<file path="config.mk">
export PLATFORM = sky130hd
export DESIGN_NAME = buffer_ring_queue_manager_core_flat
export DESIGN_NICKNAME = d
export VERILOG_FILES = /design/src/brq_pkg.sv /design/src/brq_if.sv /design/src/brq_ram.sv /design/src/brq_slot_store.sv /design/src/buffer_ring_queue_manager_core.sv /design/src/flat_wrapper.sv
export SDC_FILE = /design/constraint.sdc
export NUM_CORES = 1
export LEC_CHECK = 0
export BUFFER_PORTS_ARGS = -buffer_cell sky130_fd_sc_hd__buf_2
export CORE_UTILIZATION = 45
export DETAILED_ROUTE_END_ITERATION = 16
export SKIP_CTS_REPAIR_TIMING = 1
export SLEW_MARGIN = 10
export SYNTH_ARGS = -nofsm -noshare
export SYNTH_HDL_FRONTEND = slang
export SYNTH_HIERARCHICAL = 1
export SYNTH_SLANG_ARGS = --single-unit
</file>
<file path="constraint.sdc">
create_clock -name clk -period 10 [get_ports clk]
set_input_delay 0.5 -clock clk [delete_from_list [all_inputs] [get_ports clk]]
set_output_delay 0.5 -clock clk [all_outputs]
set_load 0.005 [all_outputs]
</file>
<file path="src/brq_pkg.sv">
`timescale 1ns / 1ps
// ----------------------------------------------------------------------------
// brq_pkg: shared types and constants of the buffer ring queue manager
// request and status codes, slot memory command, ring position helpers
// ----------------------------------------------------------------------------
package brq_pkg;

  localparam int MAX_BUFFERS = 32;
  localparam int POS_W       = 5;
  localparam int BUF_W       = 5;
  localparam int CNT_W       = 6;
  localparam int MASK_W      = 32;

  typedef enum logic [3:0] {
    REQ_DEQUEUE       = 4'd0,
    REQ_QUEUE         = 4'd1,
    REQ_CANCEL        = 4'd2,
    REQ_LOCK          = 4'd3,
    REQ_RETIRE        = 4'd4,
    REQ_REALLOC_ALL   = 4'd5,
    REQ_REALLOC_EXCPT = 4'd6,
    REQ_NEED_NEW      = 4'd7,
    REQ_INIT          = 4'd8
  } req_t;

  typedef enum logic [1:0] {
    ST_OK          = 2'd0,
    ST_WOULD_BLOCK = 2'd1,
    ST_EMPTY       = 2'd2
  } rsp_status_t;

  // slot memory access, one read and one write per cycle
  typedef struct packed {
    logic             rd_en;
    logic [POS_W-1:0] rd_addr;
    logic             wr_en;
    logic [POS_W-1:0] wr_addr;
    logic [BUF_W-1:0] wr_data;
    logic             clear;
  } slot_cmd_t;

  localparam logic [CNT_W-1:0] CNT_MAX = {CNT_W{1'b1}};

  // positions are already below n here
  function automatic logic [POS_W-1:0] pos_next(input logic [POS_W-1:0] p,
                                                input logic [POS_W-1:0] n);
    pos_next = (p == n - 1'b1) ? '0 : p + 1'b1;
  endfunction

  function automatic logic [POS_W-1:0] pos_prev(input logic [POS_W-1:0] p,
                                                input logic [POS_W-1:0] n);
    pos_prev = (p == '0) ? n - 1'b1 : p - 1'b1;
  endfunction

  function automatic logic [CNT_W-1:0] sat_inc(input logic [CNT_W-1:0] c);
    sat_inc = (c == CNT_MAX) ? CNT_MAX : c + 1'b1;
  endfunction

endpackage

</file>
<file path="src/brq_if.sv">
`timescale 1ns / 1ps
// ----------------------------------------------------------------------------
// brq_if: channel interfaces of the buffer ring queue manager
// request, response and configuration channels with valid/ready
// ----------------------------------------------------------------------------
interface brq_req_if;
  logic                        valid;
  logic                        ready;
  logic [3:0]                  req_type;
  logic [brq_pkg::BUF_W-1:0]   buf_req;

  modport source (output valid, req_type, buf_req, input ready);
  modport sink   (input valid, req_type, buf_req, output ready);
endinterface

interface brq_rsp_if;
  logic                        valid;
  logic                        ready;
  logic [1:0]                  status;
  logic [brq_pkg::BUF_W-1:0]   buf_out;
  logic                        flag;

  modport source (output valid, status, buf_out, flag, input ready);
  modport sink   (input valid, status, buf_out, flag, output ready);
endinterface

interface brq_cfg_if;
  logic                        valid;
  logic                        ready;
  logic [brq_pkg::POS_W-1:0]   buffer_count;

  modport source (output valid, buffer_count, input ready);
  modport sink   (input valid, buffer_count, output ready);
endinterface

</file>
<file path="src/brq_ram.sv">
`timescale 1ns / 1ps
// ----------------------------------------------------------------------------
// brq_ram: generic single-port-write, single-port-read synchronous ram
// registered read data
// ----------------------------------------------------------------------------
module brq_ram #(
  parameter int DEPTH = 32,
  parameter int WIDTH = 5
) (
  input  logic                     clk,
  input  logic                     wr_en,
  input  logic [$clog2(DEPTH)-1:0] wr_addr,
  input  logic [WIDTH-1:0]         wr_data,
  input  logic                     rd_en,
  input  logic [$clog2(DEPTH)-1:0] rd_addr,
  output logic [WIDTH-1:0]         rd_data
);

  logic [WIDTH-1:0] mem [DEPTH];

  always_ff @(posedge clk) begin
    if (wr_en) begin
      mem[wr_addr] <= wr_data;
    end
  end

  always_ff @(posedge clk) begin
    if (rd_en) begin
      rd_data <= mem[rd_addr];
    end
  end

endmodule

</file>
<file path="src/brq_slot_store.sv">
`timescale 1ns / 1ps
// ----------------------------------------------------------------------------
// brq_slot_store: ring slot table
// ram plus per-entry valid bits; an unwritten entry reads as its own index
// ----------------------------------------------------------------------------
module brq_slot_store (
  input  logic                      clk,
  input  logic                      rst,
  input  brq_pkg::slot_cmd_t        cmd,
  output logic [brq_pkg::BUF_W-1:0] rd_data
);

  logic [brq_pkg::MAX_BUFFERS-1:0] valid;
  logic                            rd_valid;
  logic [brq_pkg::POS_W-1:0]       rd_addr_q;
  logic [brq_pkg::BUF_W-1:0]       ram_q;

  brq_ram #(
    .DEPTH (brq_pkg::MAX_BUFFERS),
    .WIDTH (brq_pkg::BUF_W)
  ) u_ram (
    .clk     (clk),
    .wr_en   (cmd.wr_en),
    .wr_addr (cmd.wr_addr),
    .wr_data (cmd.wr_data),
    .rd_en   (cmd.rd_en),
    .rd_addr (cmd.rd_addr),
    .rd_data (ram_q)
  );

  // valid bits: cleared at once on reset or ring init
  always_ff @(posedge clk) begin
    if (rst || cmd.clear) begin
      valid <= '0;
    end else if (cmd.wr_en) begin
      valid[cmd.wr_addr] <= 1'b1;
    end
  end

  always_ff @(posedge clk) begin
    if (cmd.rd_en) begin
      rd_valid  <= valid[cmd.rd_addr];
      rd_addr_q <= cmd.rd_addr;
    end
  end

  assign rd_data = rd_valid ? ram_q : rd_addr_q;

endmodule

</file>
<file path="src/buffer_ring_queue_manager_core.sv">
`timescale 1ns / 1ps
// result: positions outside the ring are reduced by n, one step at a time (at most 15),
//   then the slot memory is read and execute registers the result, waiting on rsp.ready
// requests: a new one is accepted only once the last has left execute, after a pass
//   through the slot memory (reduce/read, execute/write, accept)
// reset: synchronous; counters, positions and mask take their values for buffer_count 2,
//   the slot table returns to identity through valid bits (no clearing pass)
// ----------------------------------------------------------------------------
// buffer_ring_queue_manager_core: producer/consumer buffer ring manager
// dequeue, queue, cancel, lock check, retire, reallocation mask and init
// ----------------------------------------------------------------------------
module buffer_ring_queue_manager_core (
  input  logic             clk,
  input  logic             rst,
  brq_req_if.sink          req,
  brq_rsp_if.source        rsp,
  brq_cfg_if.sink          cfg
);

  typedef enum logic [2:0] {
    S_IDLE   = 3'b001,
    S_REDUCE = 3'b010,
    S_EXEC   = 3'b100
  } state_t;

  state_t state;

  // ring registers
  logic [brq_pkg::POS_W-1:0]  buffer_count;
  logic [brq_pkg::POS_W-1:0]  head_pos;
  logic [brq_pkg::POS_W-1:0]  tail_pos;
  logic [brq_pkg::POS_W-1:0]  last_queued_pos;
  logic [brq_pkg::CNT_W-1:0]  free_count;
  logic [brq_pkg::CNT_W-1:0]  pending_count;
  logic [brq_pkg::MASK_W-1:0] realloc_bits;

  // latched transaction and working copies of positions reduced modulo n
  logic [3:0]                 req_q;
  logic [brq_pkg::BUF_W-1:0]  buf_q;
  logic [brq_pkg::POS_W-1:0]  hp_w;
  logic [brq_pkg::POS_W-1:0]  tp_w;
  logic [brq_pkg::POS_W-1:0]  lp_w;

  // output register, parts the response side from the request side
  logic                       out_valid;
  logic [1:0]                 out_status;
  logic [brq_pkg::BUF_W-1:0]  out_buf;
  logic                       out_flag;

  logic [brq_pkg::POS_W-1:0]  n;
  logic                       all_in;
  logic                       go;
  logic [brq_pkg::MASK_W-1:0] all_mask;
  logic [brq_pkg::MASK_W-1:0] buf_bit;
  logic [brq_pkg::BUF_W-1:0]  slot_rd;
  brq_pkg::slot_cmd_t         slot_cmd;

  // ring size, clamped to 2 .. MAX_BUFFERS-1
  always_comb begin
    if (buffer_count < 5'd2) begin
      n = 5'd2;
    end else if (buffer_count > 5'(brq_pkg::MAX_BUFFERS - 1)) begin
      n = 5'(brq_pkg::MAX_BUFFERS - 1);
    end else begin
      n = buffer_count;
    end
  end

  assign all_in   = (hp_w < n) && (tp_w < n) && (lp_w < n);
  assign go       = !out_valid || rsp.ready;
  // buffer b owns bit 31-b
  assign all_mask = ~({brq_pkg::MASK_W{1'b1}} >> n);
  assign buf_bit  = {1'b1, {(brq_pkg::MASK_W-1){1'b0}}} >> buf_q;

  // config channel, always ready; the user must write it only while idle, the block does not enforce this
  assign cfg.ready = 1'b1;
  always_ff @(posedge clk) begin
    if (rst) begin
      buffer_count <= 5'd2;
    end else if (cfg.valid) begin
      buffer_count <= cfg.buffer_count;
    end
  end

  assign req.ready = (state == S_IDLE);

  // slot memory: read issued when reduction is done, write in execute
  // reads and writes never share a cycle, so no forwarding is needed
  always_comb begin
    slot_cmd         = '0;
    slot_cmd.rd_en   = (state == S_REDUCE) && all_in;
    slot_cmd.wr_data = buf_q;
    if (req_q == brq_pkg::REQ_RETIRE) begin
      slot_cmd.rd_addr = brq_pkg::pos_next(hp_w, n);
    end else if (req_q == brq_pkg::REQ_LOCK) begin
      slot_cmd.rd_addr = hp_w;
    end else begin
      slot_cmd.rd_addr = tp_w;
    end
    if (req_q == brq_pkg::REQ_QUEUE) begin
      slot_cmd.wr_addr = brq_pkg::pos_next(lp_w, n);
    end else begin
      slot_cmd.wr_addr = brq_pkg::pos_prev(tp_w, n);
    end
    if ((state == S_EXEC) && go) begin
      slot_cmd.wr_en = (req_q == brq_pkg::REQ_QUEUE) || (req_q == brq_pkg::REQ_CANCEL);
      slot_cmd.clear = (req_q == brq_pkg::REQ_INIT);
    end
  end

  brq_slot_store u_slot_store (
    .clk     (clk),
    .rst     (rst),
    .cmd     (slot_cmd),
    .rd_data (slot_rd)
  );

  // sequencer
  always_ff @(posedge clk) begin
    if (rst) begin
      state <= S_IDLE;
    end else begin
      unique case (state)
        S_IDLE: begin
          if (req.valid) begin
            state <= S_REDUCE;
          end
        end
        S_REDUCE: begin
          if (all_in) begin
            state <= S_EXEC;
          end
        end
        S_EXEC: begin
          if (go) begin
            state <= S_IDLE;
          end
        end
        default: begin
          state <= S_IDLE;
        end
      endcase
    end
  end

  // transaction capture and one subtraction step per cycle on out-of-ring positions
  always_ff @(posedge clk) begin
    if ((state == S_IDLE) && req.valid) begin
      req_q <= req.req_type;
      buf_q <= req.buf_req;
      hp_w  <= head_pos;
      tp_w  <= tail_pos;
      lp_w  <= last_queued_pos;
    end else if (state == S_REDUCE) begin
      if (hp_w >= n) begin
        hp_w <= hp_w - n;
      end
      if (tp_w >= n) begin
        tp_w <= tp_w - n;
      end
      if (lp_w >= n) begin
        lp_w <= lp_w - n;
      end
    end
  end

  // request execution and ring state update
  always_ff @(posedge clk) begin
    if (rst) begin
      head_pos        <= 5'd1;
      tail_pos        <= '0;
      last_queued_pos <= 5'd1;
      free_count      <= 6'd2;
      pending_count   <= '0;
      realloc_bits    <= '0;
    end else if ((state == S_EXEC) && go) begin
      unique case (req_q)
        brq_pkg::REQ_DEQUEUE: begin
          if (free_count != '0) begin
            free_count <= free_count - 1'b1;
            tail_pos   <= brq_pkg::pos_next(tp_w, n);
          end
        end
        brq_pkg::REQ_QUEUE: begin
          last_queued_pos <= brq_pkg::pos_next(lp_w, n);
          pending_count   <= brq_pkg::sat_inc(pending_count);
        end
        brq_pkg::REQ_CANCEL: begin
          tail_pos   <= brq_pkg::pos_prev(tp_w, n);
          free_count <= brq_pkg::sat_inc(free_count);
        end
        brq_pkg::REQ_RETIRE: begin
          if (pending_count != '0) begin
            pending_count <= pending_count - 1'b1;
            head_pos      <= brq_pkg::pos_next(hp_w, n);
            free_count    <= brq_pkg::sat_inc(free_count);
          end
        end
        brq_pkg::REQ_REALLOC_ALL: begin
          realloc_bits <= realloc_bits | all_mask;
        end
        brq_pkg::REQ_REALLOC_EXCPT: begin
          // the named buffer is spared only when it lies inside the ring
          if (buf_q < n) begin
            realloc_bits <= realloc_bits | (all_mask & ~buf_bit);
          end else begin
            realloc_bits <= realloc_bits | all_mask;
          end
        end
        brq_pkg::REQ_NEED_NEW: begin
          realloc_bits <= realloc_bits & ~buf_bit;
        end
        brq_pkg::REQ_INIT: begin
          head_pos        <= n - 1'b1;
          tail_pos        <= '0;
          last_queued_pos <= n - 1'b1;
          free_count      <= {1'b0, n};
          pending_count   <= '0;
          realloc_bits    <= '0;
        end
        default: begin
        end
      endcase
    end
  end

  // response register
  always_ff @(posedge clk) begin
    if (rst) begin
      out_valid <= 1'b0;
    end else if ((state == S_EXEC) && go) begin
      out_valid <= 1'b1;
    end else if (rsp.ready) begin
      out_valid <= 1'b0;
    end
  end

  always_ff @(posedge clk) begin
    if ((state == S_EXEC) && go) begin
      out_status <= brq_pkg::ST_OK;
      out_buf    <= '0;
      out_flag   <= 1'b0;
      unique case (req_q)
        brq_pkg::REQ_DEQUEUE: begin
          if (free_count == '0) begin
            out_status <= brq_pkg::ST_WOULD_BLOCK;
          end else begin
            out_buf <= slot_rd;
          end
        end
        brq_pkg::REQ_LOCK: begin
          // would block while the buffer is still at the head
          out_flag <= (buf_q != slot_rd);
          if (buf_q == slot_rd) begin
            out_status <= brq_pkg::ST_WOULD_BLOCK;
          end
        end
        brq_pkg::REQ_RETIRE: begin
          if (pending_count == '0) begin
            out_status <= brq_pkg::ST_EMPTY;
          end else begin
            out_buf <= slot_rd;
          end
        end
        brq_pkg::REQ_NEED_NEW: begin
          out_flag <= |(realloc_bits & buf_bit);
        end
        default: begin
        end
      endcase
    end
  end

  assign rsp.valid   = out_valid;
  assign rsp.status  = out_status;
  assign rsp.buf_out = out_buf;
  assign rsp.flag    = out_flag;

  // positions used in execute are inside the ring
  a_pos_in_ring: assert property (@(posedge clk) disable iff (rst)
    (state == S_EXEC) |-> ((hp_w < n) && (tp_w < n) && (lp_w < n)))
    else $error("ring position outside ring in execute");

  // slot memory never read and written in one cycle
  a_no_rw_overlap: assert property (@(posedge clk) disable iff (rst)
    !(slot_cmd.rd_en && slot_cmd.wr_en))
    else $error("slot memory read and write overlap");

  // a response appears only after an execute cycle
  a_rsp_from_exec: assert property (@(posedge clk) disable iff (rst)
    $rose(out_valid) |-> $past(state == S_EXEC))
    else $error("response without execute");

  // execute always follows a slot read
  a_exec_after_read: assert property (@(posedge clk) disable iff (rst)
    ((state == S_EXEC) && !$past(state == S_EXEC)) |-> $past(slot_cmd.rd_en))
    else $error("execute without slot read");

endmodule
</file>
<file path="src/flat_wrapper.sv">
// flat-port wrapper written by rule: the top's interface ports become plain ports
module buffer_ring_queue_manager_core_flat 
  (clk, rst, req_valid, req_req_type, req_buf_req, req_ready, rsp_valid, rsp_status, rsp_buf_out, rsp_flag, rsp_ready, cfg_valid, cfg_buffer_count, cfg_ready);
  brq_req_if req_i ();
  brq_rsp_if rsp_i ();
  brq_cfg_if cfg_i ();
  input  logic clk;
  input  logic rst;
  input wire logic [$bits(req_i.valid)-1:0] req_valid;
  input wire logic [$bits(req_i.req_type)-1:0] req_req_type;
  input wire logic [$bits(req_i.buf_req)-1:0] req_buf_req;
  output wire logic [$bits(req_i.ready)-1:0] req_ready;
  output wire logic [$bits(rsp_i.valid)-1:0] rsp_valid;
  output wire logic [$bits(rsp_i.status)-1:0] rsp_status;
  output wire logic [$bits(rsp_i.buf_out)-1:0] rsp_buf_out;
  output wire logic [$bits(rsp_i.flag)-1:0] rsp_flag;
  input wire logic [$bits(rsp_i.ready)-1:0] rsp_ready;
  input wire logic [$bits(cfg_i.valid)-1:0] cfg_valid;
  input wire logic [$bits(cfg_i.buffer_count)-1:0] cfg_buffer_count;
  output wire logic [$bits(cfg_i.ready)-1:0] cfg_ready;
  assign req_i.valid = req_valid;
  assign req_i.req_type = req_req_type;
  assign req_i.buf_req = req_buf_req;
  assign req_ready = req_i.ready;
  assign rsp_valid = rsp_i.valid;
  assign rsp_status = rsp_i.status;
  assign rsp_buf_out = rsp_i.buf_out;
  assign rsp_flag = rsp_i.flag;
  assign rsp_i.ready = rsp_ready;
  assign cfg_i.valid = cfg_valid;
  assign cfg_i.buffer_count = cfg_buffer_count;
  assign cfg_ready = cfg_i.ready;
  buffer_ring_queue_manager_core u_core (.clk(clk), .rst(rst), .req(req_i), .rsp(rsp_i), .cfg(cfg_i));
endmodule
</file>
# Word-level counts from Yosys, hierarchy flattened
# Memories as Yosys holds them, arrays and structs flattened. A register that Yosys moved wholly into a read port is not among the register bits.
# Index checks and enable logic that the tools add are counted.
# W data, S select, Z words.
[totals]
register_bits = 138
mem_bits_rw = 160
in_bits = 19
output_inout_bits = 11
memories = 1
[classes]
n_addsub = 12
order_cmp = 12
eq_ne = 23
shifts = 2
n_mux = 55
n_bitwise = 8
reduce_logical = 38
[mem_list]
columns = ["memory", "words", "width", "rd", "rd_clocked_by_memory_dff", "wr", "line", "source"]
rows = [
  ["u_core.u_slot_store.u_ram.mem", 32, 5, 1, 1, 1, "brq_ram.sv:19", "logic [WIDTH-1:0] mem [DEPTH];"],
]
[ops]
columns = ["cell", "n"]
rows = [
  ["$pmux W32 S4", 1],
  ["$mux W5", 23],
  ["$and A32 B32 Y32", 3],
  ["$or A32 B32 Y32", 3],
  ["$not A32 Y32", 2],
  ["$shr A32 B5 Y32 const A", 2],
  ["$mux W32", 1],
  ["$reduce_or A32 Y1", 1],
  ["$mux W6", 5],
  ["$pmux W5 S2", 3],
  ["$pmux W6 S4", 1],
  ["$eq A5 B5 Y1", 4],
  ["$lt A5 B5 Y1", 4],
  ["$pmux W6 S3", 1],
  ["$eq A4 B3 Y1 const B", 4],
  ["$add A5 B1 Y5 const B", 3],
  ["$ge A5 B5 Y1", 3],
  ["$pmux W5 S3", 1],
  ["$sub A5 B5 Y5", 3],
  ["$reduce_bool A2 Y1", 7],
  ["$add A6 B1 Y6 const B", 2],
  ["$eq A6 B6 Y1 const B", 2],
  ["$logic_not A6 Y1", 2],
  ["$lt A5 B6 Y1 const B", 2],
  ["33 further kinds", 67],
]

# Depth between registers and ports, before layout
[logic_depth]
ltp_word = 12
mapped_depth = 19

# By module
# The synthesis kept the hierarchy.
[by_module_without_submodules]
columns = ["module", "instances", "cells_each", "area_per_inst_um2"]
rows = [
  ["buffer_ring_queue_manager_core", 1, 956, 7549.7],
  ["brq_ram", 1, 277, 6394.9],
  ["brq_slot_store", 1, 169, 1605.3],
]

# Least setup slack after synthesis
# OpenSTA, ideal clock, no wires.
[synth_timing]
path_type = "register to register"
startpoint = "register u_core/buffer_count[3] (netlist name)"
endpoint = "register u_core.u_slot_store.u_ram.rd_data[0] (read register of u_core.u_slot_store.u_ram.mem), data pin"
setup_time_ns = 0.260
arrival_time_ns = 4.575
setup_slack_ns = 5.165
path_stages_with_launch = 18
n_path_buf = 4
path_cell_list = "dfxtp_1 > clkbuf_1 > nor3_1 > nor2_1 > ha_1 > inv_1 > ha_1 > clkbuf_1 > xnor2_1 > nor2_1 > nand4_1 > nand2_1 > o22ai_1 > clkbuf_1 > buf_2 > mux4_2 > mux4_2 > mux2_2"
[synth_lines]
columns = ["element", "line", "source"]
rows = [
  ["from (decl)", "buffer_ring_queue_manager_core.sv:29", "logic [brq_pkg::POS_W-1:0] buffer_count;"],
  ["from (signal assigned)", "buffer_ring_queue_manager_core.sv:81", "buffer_count <= cfg.buffer_count;"],
  ["to (decl)", "brq_ram.sv:16", "output logic [WIDTH-1:0] rd_data"],
]

==> impl_metrics.yaml <==
worst_setup_path:
  cp_cell_sequence: "nor3_1, nor2_1, ha_1, inv_1, ha_1, xnor2_1, nor2_1, nand4_1, nand2_1, o22ai_4, buf_4, mux4_2, mux4_2, mux2_2"
  critPathCaptureType: "flip-flop"
  crit_arrival_ns: 6.12
  path_class: "reg -> reg"
  worstSetupStartpointType: "flip-flop"
  required_ns: 10.26
  max_stage_delay_ns: 0.87
  rrSetupSlack_ns: 4.14
  cp_slowest_cell: "dfxtp_1"
  cp_max_fo: 45
synthesis:
  synth-compound-area-share_pct: 14.0
  ys_types: 96
  synth_top_family_by_area: "simple AND/OR/NAND/NOR gates"
  seq_area_frac_synth_pct: 52.1
  yosys_register_bits: 303
  synth_xor_area_share_pct: 2.24
  yosysTopAreaCell: "edfxtp_1"
  synthMuxAreaShare_pct: 10.5
  yosys_warnings: 6
  yosysTopAreaCellShare_pct: 39.2
  synth_area_per_cell_um2: 11.1
  async_flop_share_pct: 0
  syn_nets: 1458
  synthSimpleGateAreaFrac_pct: 14.3
  yosys-top-cells-area: "edfxtp_1 (39%), dfxtp_1 (13%), mux4_2 (7.2%), nor2_1 (4.2%), a21oi_1 (3.1%)"
  synthAdderAreaFrac_pct: 3.32
  syn_inst: 1402
  syn_area_um2: 15500
  synth_edf_count: 203
  synthFlopType: "edfxtp_1"
global_routing:
  grt_pass1_vias: 11000
  grt_pass1_wl_um: 65700
  grt.total_usage_pct: 24.2
  gr-total-overflow: 0
  grt_max_degree: 77
  antenna_found_initial: 0
final_layout:
  antenna_cells: 0
  nNetsFinal: 1454
  layout_common_cells: "edfxtp_1 (203), nor2_1 (173), dfxtp_1 (100)"
  drive_gt1_share_pct: 13.8
  area_growth_pct: 10.2
  n_fill_cell: 2972
  final_cells: 1872
  final_common_cell: "edfxtp_1"
run:
  maxCapViolCount: 0
timing:
  clock_skew_ns: 0.0247
  relSlewSlack_pct: 28.2
  hold_viol: 0
  period_share_pct: 58.6
  tns_ns: 0
  slew_viol_final: 0
  max_clock_freq_ghz: 0.171
  grt_setup_unrepaired: "no"
  worst_pin_slew_ns: 1.08
  final.min_clock_period_ns: 5.86
  setup_viol_count_final: 0
routing:
  viasPerCell: 6.19
  drc: 0
  routed_wl_um: 42700
  drt_iter0_drc: 1311
  vias: 11600
  dr.pass1.iters: 6
  ant_nets: 0
  post_drt_wl_per_cell_um: 22.8
die:
  core-area_um2: 33800
  chipHeight_um: 188
  die_x_um: 188
  die-area_um2: 35300
  ios: 30
  rows: 67
  start_util_pct: 46.0
clock_network:
  cts_buffer_depth: 3
  htree_levels: 2
  cts_root_buf: "clkbuf_16"
  cts_tree: "yes"
  cts-buffers-inserted: 34
  clkTransAtPathRegs_ns: 0.06
  worstSkewPairLatency_ns: 0.53
  clock-sinks: 303
pwr:
  powerDensity_nw_per_um2: 184
  leakagePower_uw: 0.00566
  vdd_drop_max_uv: 121
run_status:
  status: "completed"
min_path:
  hp-class: "in -> reg"
placement:
  place.gp.congestion: 0.943
  dp.cells: 1810
  place_hpwl_um: 28400
  port_buffers: 28
-- through the flow --
| stage | power, uW | utilization, % | setup slack, ns | hold WS (ns) | cell area (um^2) |
|---|---|---|---|---|---|
| floorplan | 1790 | - | 5.16 | 0.427 | 15500 |
| detailed placement | 1930 | 47.4 | 4.19 | 0.440 | 16000 |
| global route | 3270 | 50.7 | 3.77 | 0.145 | 17100 |
| CTS | 3180 | 50.7 | 4.13 | 0.139 | 17100 |
| global placement | 1920 | 47.4 | 4.36 | 0.443 | 16000 |
| finish | 3150 | 50.7 | 4.14 | 0.162 | 17100 |
-- flip-flops by register name, indices dropped and copies added (netlist names), 2 cells and up, named ones only --
signal                             count
u_core/buf_q                           5
u_core/u_slot_store/rd_addr_q          5
u_core/u_slot_store/u_ram/mem        160
u_core/last_queued_pos                 5
u_core/req_q                           4
u_core/pending_count                   6
u_core/u_slot_store/u_ram/rd_data      5
u_core/tail_pos                        5
u_core/u_slot_store/valid             32
u_core/lp_w                            5
u_core/buffer_count                    5
u_core/free_count                      6
u_core/tp_w                            5
u_core/rsp.status                      2
u_core/head_pos                        5
u_core/rsp.buf_out                     5
u_core/hp_w                            5
u_core/realloc_bits                   31
u_core/state                           3
-- cell usage after synthesis (7+ instances only) --
library cell	number
a211o_1	7
a211oi_1	24
a21o_1	9
a21oi_1	97
a221oi_1	13
a22oi_1	11
a31oi_1	21
and2_1	10
and3_1	8
buf_1	10
buf_2	18
clkbuf_1	51
dfxtp_1	100
edfxtp_1	203
ha_1	34
inv_1	38
mux2_2	13
mux2i_1	33
mux4_2	50
nand2_1	99
nand2b_1	14
nand3_1	38
nand3b_1	10
nor2_1	173
nor2b_1	17
nor3_1	34
o21ai_0	80
o31ai_1	14
xnor2_1	21
xor2_1	17
-- critical path, delay by kind of cell (launching register included) --
family / cells / cell delay (ns)
buffers and inverters: 2 / 0.69
DFF: 1 / 0.87
xor gates and xnor gates: 1 / 0.20
muxes: 3 / 1.38
adders and majority gates: 2 / 0.73
AOI/OAI and AO/OA: 1 / 0.16
and+or+nand+nor: 5 / 1.50
-- kinds of logic after synthesis --
group | after synthesis
buf+inv | 128
other cells | 1
xor+xnor | 39
compound gates | 336
fa+ha+maj | 40
mux | 97
simple gates | 458
flops | 303
-- layout make-up --
cell class              instances  area [um^2]  area share, %
clock buffers                  43          885           5.16
clock inverters                19          231           1.35
inverters                      41          154          0.898
multi-input cells             971         6930           40.4
flip-flops and latches        303         8100           47.2
well taps                     448          561           3.27
repair buffers                 47          283           1.65
-- report_power, final --
part	switching, uW	internal, uW
Sequential	39.6	1360
Clock	518	719
Combinational	304	208
-- worst paths after layout --
path | start | endpoint | depth (start not counted)
setup reg to reg | u_core/buffer_count[3] | u_core/u_slot_store/u_ram/rd_data[1] | 14
hold / removal | req_req_type[0] | u_core/req_q[0] | 1
hold reg to reg | flip-flop | flip-flop | 2
setup / recovery | u_core/buffer_count[3] | u_core/u_slot_store/u_ram/rd_data[1] | 14
-- metal layers --
layer	up-vias	track usage, %	part of all wire (%)	wire length (um)
met1	5592	33.7	42	17900
met4	0	9.85	3.8	1640
met3	106	4.04	8.7	3700
li1	5272	-	-	-
met2	613	37.5	46	19500
met5	-	0	0	0
No activity file was read; power rests on OpenSTA's default activity.
